==> config.mk <==
export PLATFORM = sky130hd
export DESIGN_NAME = bridge_precharge_startup_sequencer
export DESIGN_NICKNAME = d
export VERILOG_FILES = /design/src/rtl/bpss_pkg.sv /design/src/rtl/bpss_core.sv /design/src/rtl/bridge_precharge_startup_sequencer.sv
export VERILOG_INCLUDE_DIRS = /design/src /design/src/rtl
export SDC_FILE = /design/constraint.sdc
export NUM_CORES = 1
export LEC_CHECK = 0
export BUFFER_PORTS_ARGS = -buffer_cell sky130_fd_sc_hd__buf_2
export CAP_MARGIN = 25
export CELL_PAD_IN_SITES_DETAIL_PLACEMENT = 1
export CELL_PAD_IN_SITES_GLOBAL_PLACEMENT = 1
export CORE_MARGIN = 4
export CORE_UTILIZATION = 50
export DETAILED_ROUTE_END_ITERATION = 12
export MAX_ROUTING_LAYER = met4
export PLACE_DENSITY_LB_ADDON = 0.25
export SYNTH_ARGS = -nofsm -noshare
export SYNTH_HDL_FRONTEND = slang
export SYNTH_SLANG_ARGS = --single-unit
==> constraint.sdc <==
create_clock -name clk -period 13.6 [get_ports clk]
set_clock_uncertainty 0.1 [all_clocks]
set_input_delay 0.68 -clock clk [delete_from_list [all_inputs] [get_ports clk]]
set_output_delay 0.68 -clock clk [all_outputs]
set_load 0.02 [all_outputs]
==> src/rtl/assert_macros.svh <==
// Assertion macros used by bridge_precharge_startup_sequencer.
// Expects clk and arst_n in the scope of each use; empty when SYNTH is set.
`ifndef ASSERT_MACROS_SVH
`define ASSERT_MACROS_SVH
`ifndef SYNTH
`define ASSERT_IMPL(lbl, cond, prop, msg) \
	lbl: assert property (@(posedge clk) disable iff (!arst_n) (cond) |-> (prop)) \
		else $error(msg);
`define ASSERT_NEVER(lbl, cond, msg) \
	lbl: assert property (@(posedge clk) disable iff (!arst_n) !(cond)) \
		else $error(msg);
`else
`define ASSERT_IMPL(lbl, cond, prop, msg)
`define ASSERT_NEVER(lbl, cond, msg)
`endif
`endif

==> src/rtl/bpss_pkg.sv <==
// Types and constants of the bridge precharge start-up sequencer.
// Used by bpss_core and bridge_precharge_startup_sequencer.
package bpss_pkg;

	localparam int CELL_COUNT = 3;
	localparam int VOLT_W = 16;
	localparam int SUM_W = VOLT_W + $clog2(CELL_COUNT + 1);
	localparam int GAIN_FRAC = 14;
	localparam int PROD_W = 2 * VOLT_W;
	localparam int CMP_W = (SUM_W + GAIN_FRAC > PROD_W) ? SUM_W + GAIN_FRAC : PROD_W;
	localparam int THR_W = 10;
	localparam int CNT_W = 16;
	localparam int CFG_IDX_W = 2;
	localparam int CFG_DATA_W = 16;
	localparam int IN_DATA_W = 72;
	localparam int OUT_DATA_W = 8;

	localparam logic [CFG_IDX_W-1:0] REG_QUAL_THR = 2'd0;
	localparam logic [CFG_IDX_W-1:0] REG_PRECHG_TMO = 2'd1;
	localparam logic [CFG_IDX_W-1:0] REG_HOLD_TICKS = 2'd2;
	localparam logic [CFG_IDX_W-1:0] REG_PEAK_GAIN = 2'd3;

	localparam logic [THR_W-1:0] QUAL_THR_RST = 10'd500;
	localparam logic [CNT_W-1:0] PRECHG_TMO_RST = 16'd5000;
	localparam logic [CNT_W-1:0] HOLD_TICKS_RST = 16'd100;
	localparam logic [VOLT_W-1:0] PEAK_GAIN_RST = 16'd20854;

	typedef enum logic [2:0] {
		PH_INIT  = 3'd0,
		PH_IDLE  = 3'd1,
		PH_SOFT  = 3'd2,
		PH_MAIN  = 3'd3,
		PH_RUN   = 3'd4,
		PH_FAULT = 3'd5
	} phase_t;

	typedef struct packed {
		logic [THR_W-1:0] qual_thr;
		logic [CNT_W-1:0] prechg_tmo;
		logic [CNT_W-1:0] hold_ticks;
		logic [VOLT_W-1:0] peak_gain;
	} cfg_t;

	typedef struct packed {
		logic platform_ready;
		logic sample_healthy;
		logic run_request;
		logic main_relay_closed;
		logic clear_request;
		logic bus_ok;
	} step_t;

	typedef struct packed {
		phase_t phase;
		logic run_permit;
		logic precharge_relay_on;
		logic main_relay_request;
		logic pwm_block;
		logic fault_latched;
	} res_t;

endpackage

==> src/rtl/bpss_core.sv <==
// Phase state machine with its counters and relay commands.
// Depends on bpss_pkg; advanced once per request by step_en.
module bpss_core (
	input  logic            clk,
	input  logic            arst_n,
	input  logic            step_en,
	input  bpss_pkg::step_t step,
	input  bpss_pkg::cfg_t  cfg,
	output bpss_pkg::res_t  res
);

	bpss_pkg::phase_t phase_q, phase_n;
	logic [bpss_pkg::CNT_W-1:0] elapsed_q, elapsed_n;
	logic [bpss_pkg::THR_W-1:0] qualify_q, qualify_n;
	logic [bpss_pkg::CNT_W-1:0] hold_q, hold_n;
	logic precharge_q, precharge_n;
	logic main_req_q, main_req_n;
	logic run_permit_q, run_permit_n;

	always_ff @(posedge clk or negedge arst_n) begin
		if (!arst_n) begin
			phase_q <= bpss_pkg::PH_INIT;
			elapsed_q <= '0;
			qualify_q <= '0;
			hold_q <= '0;
			precharge_q <= 1'b0;
			main_req_q <= 1'b0;
			run_permit_q <= 1'b0;
		end else if (step_en) begin
			phase_q <= phase_n;
			elapsed_q <= elapsed_n;
			qualify_q <= qualify_n;
			hold_q <= hold_n;
			precharge_q <= precharge_n;
			main_req_q <= main_req_n;
			run_permit_q <= run_permit_n;
		end
	end

	always_comb begin
		logic go;
		bpss_pkg::phase_t go_phase;
		go = 1'b0;
		go_phase = bpss_pkg::PH_INIT;
		phase_n = phase_q;
		elapsed_n = elapsed_q;
		qualify_n = qualify_q;
		hold_n = hold_q;
		precharge_n = precharge_q;
		main_req_n = main_req_q;
		run_permit_n = run_permit_q;

		case (phase_q)
			bpss_pkg::PH_IDLE: begin
				if (step.run_request) begin
					go = 1'b1;
					go_phase = bpss_pkg::PH_SOFT;
				end
			end
			bpss_pkg::PH_SOFT: begin
				if (!step.run_request) begin
					go = 1'b1;
					go_phase = bpss_pkg::PH_IDLE;
				end else begin
					if (elapsed_q != {bpss_pkg::CNT_W{1'b1}})
						elapsed_n = elapsed_q + 1'b1;
					if (step.bus_ok) begin
						if (qualify_q < cfg.qual_thr)
							qualify_n = qualify_q + 1'b1;
					end else if (qualify_q != '0) begin
						qualify_n = qualify_q - 1'b1;
					end
					if (qualify_n >= cfg.qual_thr) begin
						go = 1'b1;
						go_phase = bpss_pkg::PH_MAIN;
					end else if (elapsed_n >= cfg.prechg_tmo) begin
						go = 1'b1;
						go_phase = bpss_pkg::PH_FAULT;
					end
				end
			end
			bpss_pkg::PH_MAIN: begin
				if (!step.run_request) begin
					go = 1'b1;
					go_phase = bpss_pkg::PH_IDLE;
				end else if (step.main_relay_closed) begin
					if (hold_q == '0)
						precharge_n = 1'b0;
					if (hold_q < cfg.hold_ticks)
						hold_n = hold_q + 1'b1;
					if (hold_n >= cfg.hold_ticks) begin
						go = 1'b1;
						go_phase = bpss_pkg::PH_RUN;
					end
				end else begin
					hold_n = '0;
				end
			end
			bpss_pkg::PH_RUN: begin
				if (!step.run_request) begin
					go = 1'b1;
					go_phase = bpss_pkg::PH_IDLE;
				end else begin
					run_permit_n = 1'b1;
				end
			end
			bpss_pkg::PH_FAULT: begin
				if (step.clear_request && !step.run_request) begin
					go = 1'b1;
					go_phase = bpss_pkg::PH_IDLE;
				end
			end
			default: begin
				phase_n = bpss_pkg::PH_INIT;
				if (step.platform_ready && step.sample_healthy) begin
					go = 1'b1;
					go_phase = bpss_pkg::PH_IDLE;
				end
			end
		endcase

		if (go) begin
			phase_n = go_phase;
			run_permit_n = 1'b0;
			case (go_phase)
				bpss_pkg::PH_IDLE, bpss_pkg::PH_FAULT: begin
					precharge_n = 1'b0;
					main_req_n = 1'b0;
				end
				bpss_pkg::PH_SOFT: begin
					elapsed_n = '0;
					qualify_n = '0;
					main_req_n = 1'b0;
					precharge_n = 1'b1;
				end
				bpss_pkg::PH_MAIN: begin
					hold_n = '0;
					main_req_n = 1'b1;
				end
				default: begin
				end
			endcase
		end
	end

	assign res.phase = phase_n;
	assign res.run_permit = run_permit_n;
	assign res.precharge_relay_on = precharge_n;
	assign res.main_relay_request = main_req_n;
	assign res.pwm_block = (phase_n != bpss_pkg::PH_RUN);
	assign res.fault_latched = (phase_n == bpss_pkg::PH_FAULT);

endmodule

==> src/rtl/bridge_precharge_startup_sequencer.sv <==
// Start-up sequencer for a cascaded H-bridge: precharge, main relay and run permission.
// Depends on bpss_pkg, bpss_core and assert_macros.svh.
//
// One request per 1 ms tick on the slave stream gives one result on the master stream,
// the phase and relay commands after that tick. Requests are taken every cycle while the
// result side keeps up. A taken request lands in the input register, then the bus compare
// and the state machine update run in one pass and the result register loads. A stalled
// result holds the input register; the input stalls only while both are full.
// Configuration registers may be written only while no request is in flight.
`include "assert_macros.svh"
module bridge_precharge_startup_sequencer (
	input  logic                                clk,
	input  logic                                arst_n,
	input  logic                                cfg_wr_en,
	input  logic [bpss_pkg::CFG_IDX_W-1:0]      cfg_index,
	input  logic [bpss_pkg::CFG_DATA_W-1:0]     cfg_data,
	input  logic                                s_tvalid,
	output logic                                s_tready,
	// platform_ready, sample_healthy, run_request, bus_volt_cell_a, bus_volt_cell_b,
	// bus_volt_cell_c, grid_rms_volt, main_relay_closed, clear_request, zero fill
	input  logic [bpss_pkg::IN_DATA_W-1:0]      s_tdata,
	output logic                                m_tvalid,
	input  logic                                m_tready,
	// phase, run_permit, precharge_relay_on, main_relay_request, pwm_block, fault_latched
	output logic [bpss_pkg::OUT_DATA_W-1:0]     m_tdata
);

	bpss_pkg::cfg_t cfg_q;

	logic s1_valid;
	logic [bpss_pkg::IN_DATA_W-1:0] data_s1;
	logic out_valid_q;
	bpss_pkg::res_t res_q;

	logic out_adv, s1_adv, step_en;
	logic [bpss_pkg::VOLT_W-1:0] cell_v [bpss_pkg::CELL_COUNT];
	logic [bpss_pkg::SUM_W-1:0] sum_s1;
	logic [bpss_pkg::VOLT_W-1:0] rms_s1;
	logic [bpss_pkg::PROD_W-1:0] prod_s1;
	bpss_pkg::step_t step;
	bpss_pkg::res_t res;
	logic chk_run, chk_fault, chk_soft;

	always_ff @(posedge clk or negedge arst_n) begin
		if (!arst_n) begin
			cfg_q.qual_thr <= bpss_pkg::QUAL_THR_RST;
			cfg_q.prechg_tmo <= bpss_pkg::PRECHG_TMO_RST;
			cfg_q.hold_ticks <= bpss_pkg::HOLD_TICKS_RST;
			cfg_q.peak_gain <= bpss_pkg::PEAK_GAIN_RST;
		end else if (cfg_wr_en) begin
			case (cfg_index)
				bpss_pkg::REG_QUAL_THR: cfg_q.qual_thr <= cfg_data[bpss_pkg::THR_W-1:0];
				bpss_pkg::REG_PRECHG_TMO: cfg_q.prechg_tmo <= cfg_data;
				bpss_pkg::REG_HOLD_TICKS: cfg_q.hold_ticks <= cfg_data;
				bpss_pkg::REG_PEAK_GAIN: cfg_q.peak_gain <= cfg_data;
				default: begin
				end
			endcase
		end
	end

	assign out_adv = !out_valid_q || m_tready;
	assign s1_adv = !s1_valid || out_adv;
	assign s_tready = s1_adv;
	assign step_en = s1_valid && out_adv;

	always_ff @(posedge clk or negedge arst_n) begin
		if (!arst_n) begin
			s1_valid <= 1'b0;
			out_valid_q <= 1'b0;
		end else begin
			if (s1_adv)
				s1_valid <= s_tvalid;
			if (out_adv)
				out_valid_q <= s1_valid;
		end
	end

	always_ff @(posedge clk) begin
		if (s1_adv && s_tvalid)
			data_s1 <= s_tdata;
	end

	assign cell_v[0] = data_s1[18:3];
	if (bpss_pkg::CELL_COUNT > 1) begin : g_cell_b
		assign cell_v[1] = data_s1[34:19];
	end
	if (bpss_pkg::CELL_COUNT > 2) begin : g_cell_c
		assign cell_v[2] = data_s1[50:35];
	end
	assign rms_s1 = data_s1[66:51];

	always_comb begin
		sum_s1 = '0;
		for (int i = 0; i < bpss_pkg::CELL_COUNT; i++)
			sum_s1 = sum_s1 + bpss_pkg::SUM_W'(cell_v[i]);
	end

	assign prod_s1 = bpss_pkg::PROD_W'(cfg_q.peak_gain) * bpss_pkg::PROD_W'(rms_s1);

	always_comb begin
		step.platform_ready = data_s1[0];
		step.sample_healthy = data_s1[1];
		step.run_request = data_s1[2];
		step.main_relay_closed = data_s1[67];
		step.clear_request = data_s1[68];
		step.bus_ok = bpss_pkg::CMP_W'({sum_s1, bpss_pkg::GAIN_FRAC'(0)})
			> bpss_pkg::CMP_W'(prod_s1);
	end

	bpss_core u_core (
		.clk     (clk),
		.arst_n  (arst_n),
		.step_en (step_en),
		.step    (step),
		.cfg     (cfg_q),
		.res     (res)
	);

	always_ff @(posedge clk) begin
		if (step_en)
			res_q <= res;
	end

	assign m_tvalid = out_valid_q;
	assign m_tdata = {res_q.fault_latched, res_q.pwm_block, res_q.main_relay_request,
		res_q.precharge_relay_on, res_q.run_permit, 3'(res_q.phase)};

	assign chk_run = m_tvalid && res_q.run_permit;
	assign chk_fault = m_tvalid && res_q.fault_latched
		&& (res_q.precharge_relay_on || res_q.main_relay_request);
	assign chk_soft = m_tvalid && (res_q.phase == bpss_pkg::PH_SOFT)
		&& !(res_q.precharge_relay_on && !res_q.main_relay_request);

	`ASSERT_IMPL(a_run_only_in_run, chk_run, res_q.phase == bpss_pkg::PH_RUN, "run outside run")
	`ASSERT_NEVER(a_fault_relays_open, chk_fault, "relay command active in fault")
	`ASSERT_IMPL(a_ready_when_empty, !out_valid_q, s_tready, "input stalled while empty")
	`ASSERT_NEVER(a_soft_precharge, chk_soft, "soft start without precharge relay")

endmodule
==> results of run 1 <==
-- state kept, by name, indices dropped and copies added (netlist names) --
signal and cells:
cfg_q 58, data_s1 69, m_tdata 8, m_tvalid 1
s1_valid 1, u_core.elapsed_q 16, u_core.hold_q 16, u_core.main_req_q 1
u_core.phase_q 3, u_core.precharge_q 1, u_core.qualify_q 10, u_core.run_permit_q 1
-- per-layer routing --
metal,global-route usage (%),part of all wire [%],vias to the layer above
met5,-,0,-
met4,10.2,3.4,0
met3,4.21,4.0,122
met2,45.7,51,317
met1,33.8,42,7661
li1,-,-,6734
-- cell usage in the layout (no fill, tap or decap), types with 53 or more instances in the layout --
master / Yosys / routed
a21oi_1: 78 / 78
and2_1: 123 / 122
buf_2: 1 / 101
dfrtp_1: 86 / 86
edfxtp_1: 77 / 77
fa_1: 211 / 211
ha_1: 208 / 208
inv_1: 298 / 298
nand2_1: 210 / 210
nor2_1: 53 / 53
o21ai_0: 63 / 63
-- area by class of cell --
cell class | instances | area, sq um | share of cell area, %
multi-input cells | 1438 | 13100 | 62.1
flip-flops and latches | 185 | 5040 | 23.9
inverters | 299 | 1120 | 5.32
well taps | 518 | 648 | 3.07
repair buffers | 109 | 586 | 2.77
clock buffers | 18 | 450 | 2.13
clock inverters | 14 | 156 | 0.741
-- worst register-to-register path, delay by kind of cell (launching register included) --
kind / cells / cell delay (ns)
buffers and inverters: 4 / 0.22
AO/OA/AOI/OAI: 17 / 4.57
adder cells (fa/ha/maj): 9 / 4.01
multiplexers: 1 / 0.48
XOR/XNOR: 2 / 0.30
flip-flops: 1 / 0.71
AND/OR/NAND/NOR: 7 / 2.04
-- logic make-up (layout without fill, tap and decap cells) --
family,Yosys count,in the layout
flip-flops,185,185
AO/OA/AOI/OAI,317,317
buffers and inverters,358,440
adder cells (fa/ha/maj),419,419
XOR/XNOR,71,71
multiplexers,61,61
AND/OR/NAND/NOR,570,570
-- worst max path at each step --
| stage | cells after the start | from | endpoint | slack, ns |
|---|---|---|---|---|
| 4_1_cts | 40 | data_s1[57]$_DFFE_PP_ | m_tdata[1]$_DFFE_PP_ | 1.13 |
| 3_3_place_gp | 40 | data_s1[57]$_DFFE_PP_ | m_tdata[6]$_DFFE_PP_ | 1.50 |
| 6_report | 40 | data_s1[57]$_DFFE_PP_ | m_tdata[1]$_DFFE_PP_ | 1.05 |
| 2_1_floorplan | 42 | cfg_q[5]$_DFFE_PN1P_ | m_tdata[6]$_DFFE_PP_ | 3.42 |
| 5_1_grt | 40 | data_s1[57]$_DFFE_PP_ | m_tdata[6]$_DFFE_PP_ | 0.45 |
| 3_5_place_dp | 40 | data_s1[57]$_DFFE_PP_ | m_tdata[3]$_DFFE_PP_ | 1.26 |
-- metrics by stage --
stage / instance area (sq um) / utilization (%) / setup WS [ns]
finish: 21100 / 54.7 / 1.05
global route: 21100 / 54.7 / 0.454
CTS: 21100 / 54.7 / 1.13
detailed placement: 20500 / 53.2 / 1.26
global placement: 20500 / 53.1 / 1.50
floorplan: 19500 / - / 3.42
==> results.json, run 1 <==
{
  "mappedNetlistNets": 2495,
  "crit_family": "compound AO/OA/AOI/OAI gates",
  "clock_path_buffers": 2,
  "slowest_delay_ns": 0.86,
  "synthArstFlopShare_pct": 58.4,
  "reg2reg_setup_slack_ns": 1.05,
  "antenna_cells": 0,
  "tightest_slew_ns": 1.07,
  "setup_tns_ns": 0,
  "vias": 14800,
  "first_iter_violations": 616,
  "path_max_fanout": 16,
  "yosysWarnings": 0,
  "status": "complete, no violations",
  "h-tree-depth": 4,
  "r2r_end": "m_tdata[1]$_DFFE_PP_",
  "cp_num_buf_inv": 4,
  "final_cells": 2581,
  "nFillCells": 4414,
  "rows": 72,
  "synth_top_family_by_area": "adder cells",
  "cp-start-kind": "flop",
  "synth_most_common_cell": "inv_1",
  "synth-edff-count": 77,
  "yosys.area_share.simple_pct": 14.8,
  "syn_inst": 1981,
  "muxShareOfSynthArea_pct": 3.46,
  "maxCapViolCount": 0,
  "endpoint_kind": "flop",
  "netlist_area_sq_um": 19500,
  "via_per_inst": 5.75,
  "cts_setup_buffers": 0,
  "die_y_microns": 205,
  "fin_hold_ws_ns": 0.0574,
  "synth_area_leaders": "fa_1 22%, ha_1 13%, edfxtp_1 12%",
  "hold_class": "in -> async",
  "worstSetupPathType": "reg -> reg",
  "finalCriticalPeriod_ns": 12.55,
  "finalWeightedCongestion": 0.880,
  "routedWlPerCell_microns": 21.0,
  "area_growth_pct": 8.26,
  "ctsHoldBuffers": 0,
  "cts_tree": "done",
  "synth_compound_area_share_pct": 10.7,
  "ys_types": 76,
  "crit_required_ns": 13.87,
  "worstReg2RegStart": "data_s1[57]$_DFFE_PP_",
  "synth_seq_area_share_pct": 25.9,
  "grt_pass1_wl_microns": 87000,
  "critPathArrivalTime_ns": 12.82,
  "yosysTopAreaCellShare_pct": 21.7,
  "synthAdderAreaFrac_pct": 35.0,
  "cts_resized": 0,
  "yosys-top-cells-count": "298 x inv_1, 211 x fa_1, 210 x nand2_1",
  "slew_headroom_pct": 28.4,
  "dieWidth_microns": 205,
  "ios": 105,
  "hpwl_microns": 41400,
  "firstDrtPassIters": 5,
  "finalMaxSlewViolations": 0,
  "finalHoldViolCount": 0,
  "core_area_sq_um": 38600,
  "finalSetupViolations": 0,
  "grt_setup_unrepaired": "false",
  "grt_usage_pct": 27.3,
  "port-buffer-count": 101,
  "drive_gt1_share_pct": 11.3,
  "ff2ff_path_depth": 40,
  "crit_top_cell": "fa_1",
  "grt_pass1_vias": 16500,
  "insertion_delay_ns": 0.50,
  "ys_seq_elements": 185,
  "synthFlopType": "dfrtp_1",
  "final_nets": 2564,
  "root_buffer": "clkbuf_16",
  "synthXorXnorAreaFrac_pct": 3.19,
  "totalWireLength_microns": 54200,
  "syn_avg_cell_area_sq_um": 9.84,
  "die-area_sq_um": 42200,
  "cts.sink_count": 185,
  "fin_crit_sh_pct": 92.3,
  "cp_slowest_cell": "o31ai_4",
  "synth_area_leader_cell": "fa_1",
  "grt_max_degree": 73,
  "cts_buffers": 17,
  "final_antenna_net_count": 0,
  "clk_pin_slew_ns": 0.09,
  "grt-ovfl-total": 0,
  "initial_utilization_pct": 50.6,
  "antenna_found_initial": 1,
  "drc": 0,
  "dp_cells": 2549,
  "timing.fmax_mhz": 79.7
}
Power of run 1 is not shown: default switching activity piles up to over one toggle a cycle in this logic, so the estimate is an artifact.
==> run 2, diff against run 1 <==
Settings changed: CORE_UTILIZATION 50 to 51, CTS_BUF_LIST set to sky130_fd_sc_hd__clkbuf_2 sky130_fd_sc_hd__clkbuf_4 sky130_fd_sc_hd__clkbuf_8, CTS_CLUSTER_DIAMETER set to 150.
==> run 2 against run 1 <==
Net effect:
- clock-buffer cell count shrank 1
- via count shrank 0.26%
- worst setup slack gained 0.40 ns
- sequential share of layout area grew 0.24 points
- fmax grew 3.3%
- critical path depth shrank 1
- wire length shrank 2.3%
- die area shrank 1.9%
- final area shrank 1.0%
- non-clock buffer count is the same
- first-iteration DRC count grew 13%
- hold slack lost 0.0050 ns
==> results.json, run 2 (synthesis gave the netlist of run 1 again) <==
{
  "timing.fmax_mhz": 82.3,
  "crit_start": "data_s1[57]$_DFFE_PP_",
  "cts_buffers": 17,
  "via_per_inst": 5.75,
  "drive_gt1_share_pct": 11.4,
  "area_growth_pct": 7.16,
  "slew_headroom_pct": 32.5,
  "antenna_found_initial": 0,
  "core_area_sq_um": 37700,
  "initial_utilization_pct": 51.7,
  "worstReg2RegStart": "data_s1[57]$_DFFE_PP_",
  "finalWeightedCongestion": 0.902,
  "cts_setup_buffers": 0,
  "hold_class": "in -> async",
  "largest-register": "data_s1",
  "path_max_fanout": 16,
  "grt-ovfl-total": 0,
  "cts.sink_count": 185,
  "slowest_delay_ns": 0.74,
  "grt_pass1_wl_microns": 86200,
  "cts_resized": 0,
  "firstDrtPassIters": 5,
  "status": "complete, no violations",
  "grt_max_degree": 65,
  "cp-start-kind": "flop",
  "vias": 14800,
  "port-buffer-count": 101,
  "drc": 0,
  "grt_usage_pct": 27.0,
  "tightest_slew_ns": 1.01,
  "crit_top_cell": "fa_1",
  "die-area_sq_um": 41400,
  "hpwl_microns": 41000,
  "rows": 71,
  "h-tree-depth": 4,
  "ctsHoldBuffers": 0,
  "clock_path_buffers": 2,
  "largest_register_ffs": 69,
  "layout_commonest_cell": "inv_1",
  "finalHoldViolCount": 0,
  "cts_tree": "done",
  "maxCapViolCount": 0,
  "crit_required_ns": 13.90,
  "reg_top3": "data_s1 x69, cfg_q x58",
  "final_nets": 2564,
  "fin_crit_sh_pct": 89.3,
  "dieWidth_microns": 203,
  "cp_slowest_cell": "edfxtp_1",
  "clk_pin_slew_ns": 0.12,
  "finalMaxSlewViolations": 0,
  "totalWireLength_microns": 53000,
  "grt_pass1_vias": 16700,
  "finalSetupViolations": 0,
  "critPathArrivalTime_ns": 12.45,
  "root_buffer": "clkbuf_8",
  "worstSetupPathType": "reg -> reg",
  "endpoint_kind": "flop",
  "first_iter_violations": 694,
  "most-common-layout-cells": "298 x inv_1, 211 x fa_1, 210 x nand2_1",
  "grt_setup_unrepaired": "false",
  "finalCriticalPeriod_ns": 12.15,
  "die_y_microns": 203,
  "routedWlPerCell_microns": 20.6,
  "final_antenna_net_count": 0,
  "insertion_delay_ns": 0.53,
  "setup_tns_ns": 0,
  "ios": 105
}
## run 2: layout make-up
class / instances / area (sq um)
Antenna cell: 1 / 2.50
Clock buffer: 17 / 234
Clock inverter: 15 / 159
Fill cell: 4304 / 16800
Inverter: 299 / 1120
Multi-Input combinational cell: 1438 / 13100
Sequential cell: 185 / 5040
Tap cell: 511 / 639
Timing Repair Buffer: 109 / 592
## run 2: path summary, 6_finish.rpt
path                                              endpoint  slack [ns]  cells after the start
max                                   m_tdata[7]$_DFFE_PP_        1.45                     39
max reg2reg                           m_tdata[7]$_DFFE_PP_        1.45                     39
min reg2reg                u_core.run_permit_q$_DFFE_PN0P_        0.42                      1
min                          u_core.hold_q[14]$_DFFE_PN0P_        0.05                      1
min in group clk                     data_s1[25]$_DFFE_PP_        0.21                      1
max in group asynchronous  u_core.elapsed_q[9]$_DFFE_PN0P_       12.03                      2
## run 2: routing by layer
metal,part of all wire [%],track usage (%)
met1,42,32.9
met2,51,46.2
met3,5.2,5.47
met4,2.5,7.47
met5,0,-
## run 2: stage by stage
stage / setup WS (ns) / cell area (sq um) / util, % / cells / hold WS [ns]
6_report: 1.45 / 20900 / 55.5 / 2575 / 0.0524
5_1_grt: 0.652 / 20900 / 55.4 / 2574 / 0.0639
4_1_cts: 1.46 / 20900 / 55.4 / 2573 / 0.0348
3_5_place_dp: 1.51 / 20500 / 54.4 / 2541 / 0.396
3_3_place_gp: 1.85 / 20500 / 54.3 / 2540 / 0.374
2_1_floorplan: 3.42 / 19500 / - / 1981 / 0.284
## run 2: critical path, delay by kind of cell (launching register included)
family / cells / cell delay (ns)
fa+ha+maj: 9 / 3.95
compound gates: 14 / 3.70
simple gates: 7 / 2.05
flops: 1 / 0.74
mux: 2 / 0.72
buf+inv: 5 / 0.52
xor+xnor: 2 / 0.24
Power of run 2 is left out for the same reason.
==> run 3, diff against run 2 <==
Settings changed: CORE_MARGIN 4 to not set.
==> run 3 against run 2 <==
Net effect:
- global-route usage grew 2.1 points
- die area is 5.8% lower
- final area increased by 0.20%
- register-to-register slack better by 0.32 ns
- critical endpoint is now m_tdata[3]$_DFFE_PP_
- flip-flop and latch count unchanged
- hold slack gained 0.12 ns
- critical path depth increased by 2
- via count down 0.45%
- cell count about the same
- sequential share of layout area hardly changed
==> results.json, run 3 (synthesis gave the netlist of run 1 again) <==
{
  "ios": 105,
  "drc": 0,
  "cp_slowest_cell": "edfxtp_1",
  "layout_commonest_cell": "inv_1",
  "most-common-layout-cells": "298 x inv_1, 211 x fa_1, 210 x nand2_1",
  "hpwl_microns": 40200,
  "finalWeightedCongestion": 0.896,
  "first_iter_violations": 734,
  "slowest_delay_ns": 0.72,
  "reg2reg_setup_slack_ns": 1.77,
  "cts_tree": "done",
  "finalHoldViolCount": 0,
  "rows": 71,
  "port-buffer-count": 101,
  "clk_pin_slew_ns": 0.12,
  "insertion_delay_ns": 0.58,
  "initial_utilization_pct": 51.7,
  "cts_buffers": 17,
  "dp_cells": 2540,
  "crit_required_ns": 13.94,
  "worstSetupPathType": "reg -> reg",
  "firstDrtPassIters": 5,
  "routedWlPerCell_microns": 20.2,
  "grt_usage_pct": 29.1,
  "setup_tns_ns": 0,
  "totalWireLength_microns": 51900,
  "grt_max_degree": 63,
  "via_per_inst": 5.72,
  "drive_gt1_share_pct": 11.4,
  "final_nets": 2565,
  "status": "complete, no violations",
  "tightest_slew_ns": 0.893,
  "timing.fmax_mhz": 84.5,
  "finalSetupViolations": 0,
  "cts.sink_count": 185,
  "clock_path_buffers": 2,
  "endpoint_kind": "flop",
  "cp-start-kind": "flop",
  "die_y_microns": 197,
  "finalMaxSlewViolations": 0,
  "dieWidth_microns": 197,
  "die-area_sq_um": 39000,
  "hold_class": "in -> reg",
  "grt_pass1_vias": 16200,
  "path_max_fanout": 16,
  "maxCapViolCount": 0,
  "antenna_found_initial": 1,
  "final_antenna_net_count": 0,
  "grt-ovfl-total": 0,
  "fin_crit_sh_pct": 87.0,
  "area_growth_pct": 7.38,
  "finalCriticalPeriod_ns": 11.83,
  "largest_register_ffs": 69,
  "largest-register": "data_s1",
  "reg_top3": "data_s1 x69, cfg_q x58",
  "final_cells": 2576,
  "grt_pass1_wl_microns": 84600,
  "core_area_sq_um": 37700,
  "h-tree-depth": 4,
  "vias": 14700,
  "grt_setup_unrepaired": "false",
  "critPathArrivalTime_ns": 12.17,
  "slew_headroom_pct": 40.3,
  "root_buffer": "clkbuf_8",
  "crit_top_cell": "fa_1"
}
==> run 3: cell count changes in the layout (fill, tap and decap cells not counted), sizes merged <==
cell	before	now
bufinv	0	2
clkinvlp	1	0
inv	306	308
dlygate4sd3	0	1
clkinv	7	4
==> run 3: repair_timing <==
item / 4_1_cts / 5_1_grt
hold buffers: 1 / 0
hold endpoints to repair: 27 / 0
setup buffers: 0 / 0
resized for setup: 0 / 0
==> run 3: worst max-delay path: cells and delay by family, from the launching register on <==
kind | cells | cell delay, ns
fa+ha+maj | 9 | 4.08
compound gates | 17 | 3.69
simple gates | 7 | 1.99
flops | 1 | 0.72
buf+inv | 5 | 0.44
mux | 1 | 0.40
xor+xnor | 2 | 0.26
==> run 3: per-layer routing <==
layer | vias up | wire length [microns] | track usage [%]
met5 | - | 0 | -
met4 | 0 | 1200 | 10.0
met3 | 82 | 1760 | 3.67
met2 | 252 | 26500 | 48.4
met1 | 7664 | 22500 | 36.7
li1 | 6731 | - | -
==> run 3: worst paths after layout <==
path	startpoint	endpoint	depth (start not counted)
max	data_s1[57]$_DFFE_PP_	m_tdata[3]$_DFFE_PP_	41
min in group asynchronous	arst_n	u_core.hold_q[13]$_DFFE_PN0P_	2
min reg2reg	u_core.main_req_q$_DFFE_PN0P_	u_core.main_req_q$_DFFE_PN0P_	2
max reg2reg	data_s1[57]$_DFFE_PP_	m_tdata[3]$_DFFE_PP_	41
max in group asynchronous	arst_n	u_core.qualify_q[3]$_DFFE_PN0P_	3
min	s_tdata[60]	data_s1[60]$_DFFE_PP_	1
==> run 3: cell type report <==
| cell class | instances | area (sq um) |
|---|---|---|
| fillers | 4320 | 16700 |
| multi-input cells | 1438 | 13100 |
| flip-flops and latches | 185 | 5040 |
| inverters | 299 | 1120 |
| well taps | 511 | 639 |
| repair buffers | 110 | 593 |
| clock buffers | 17 | 234 |
| clock inverters | 15 | 200 |
| diodes | 1 | 2.50 |
==> run 3: metrics by stage <==
| stage | setup WS [ns] | hold WS [ns] | utilization (%) | area [sq um] |
|---|---|---|---|---|
| after floorplan | 3.42 | 0.284 | - | 19500 |
| after global placement | 1.67 | 0.371 | 54.3 | 20500 |
| after detailed placement | 1.40 | 0.392 | 54.3 | 20500 |
| after CTS | 1.34 | 0.119 | 55.5 | 20900 |
| after global routing | 1.08 | 0.147 | 55.6 | 20900 |
| final | 1.77 | 0.172 | 55.6 | 20900 |
Power of run 3 is left out for the same reason.
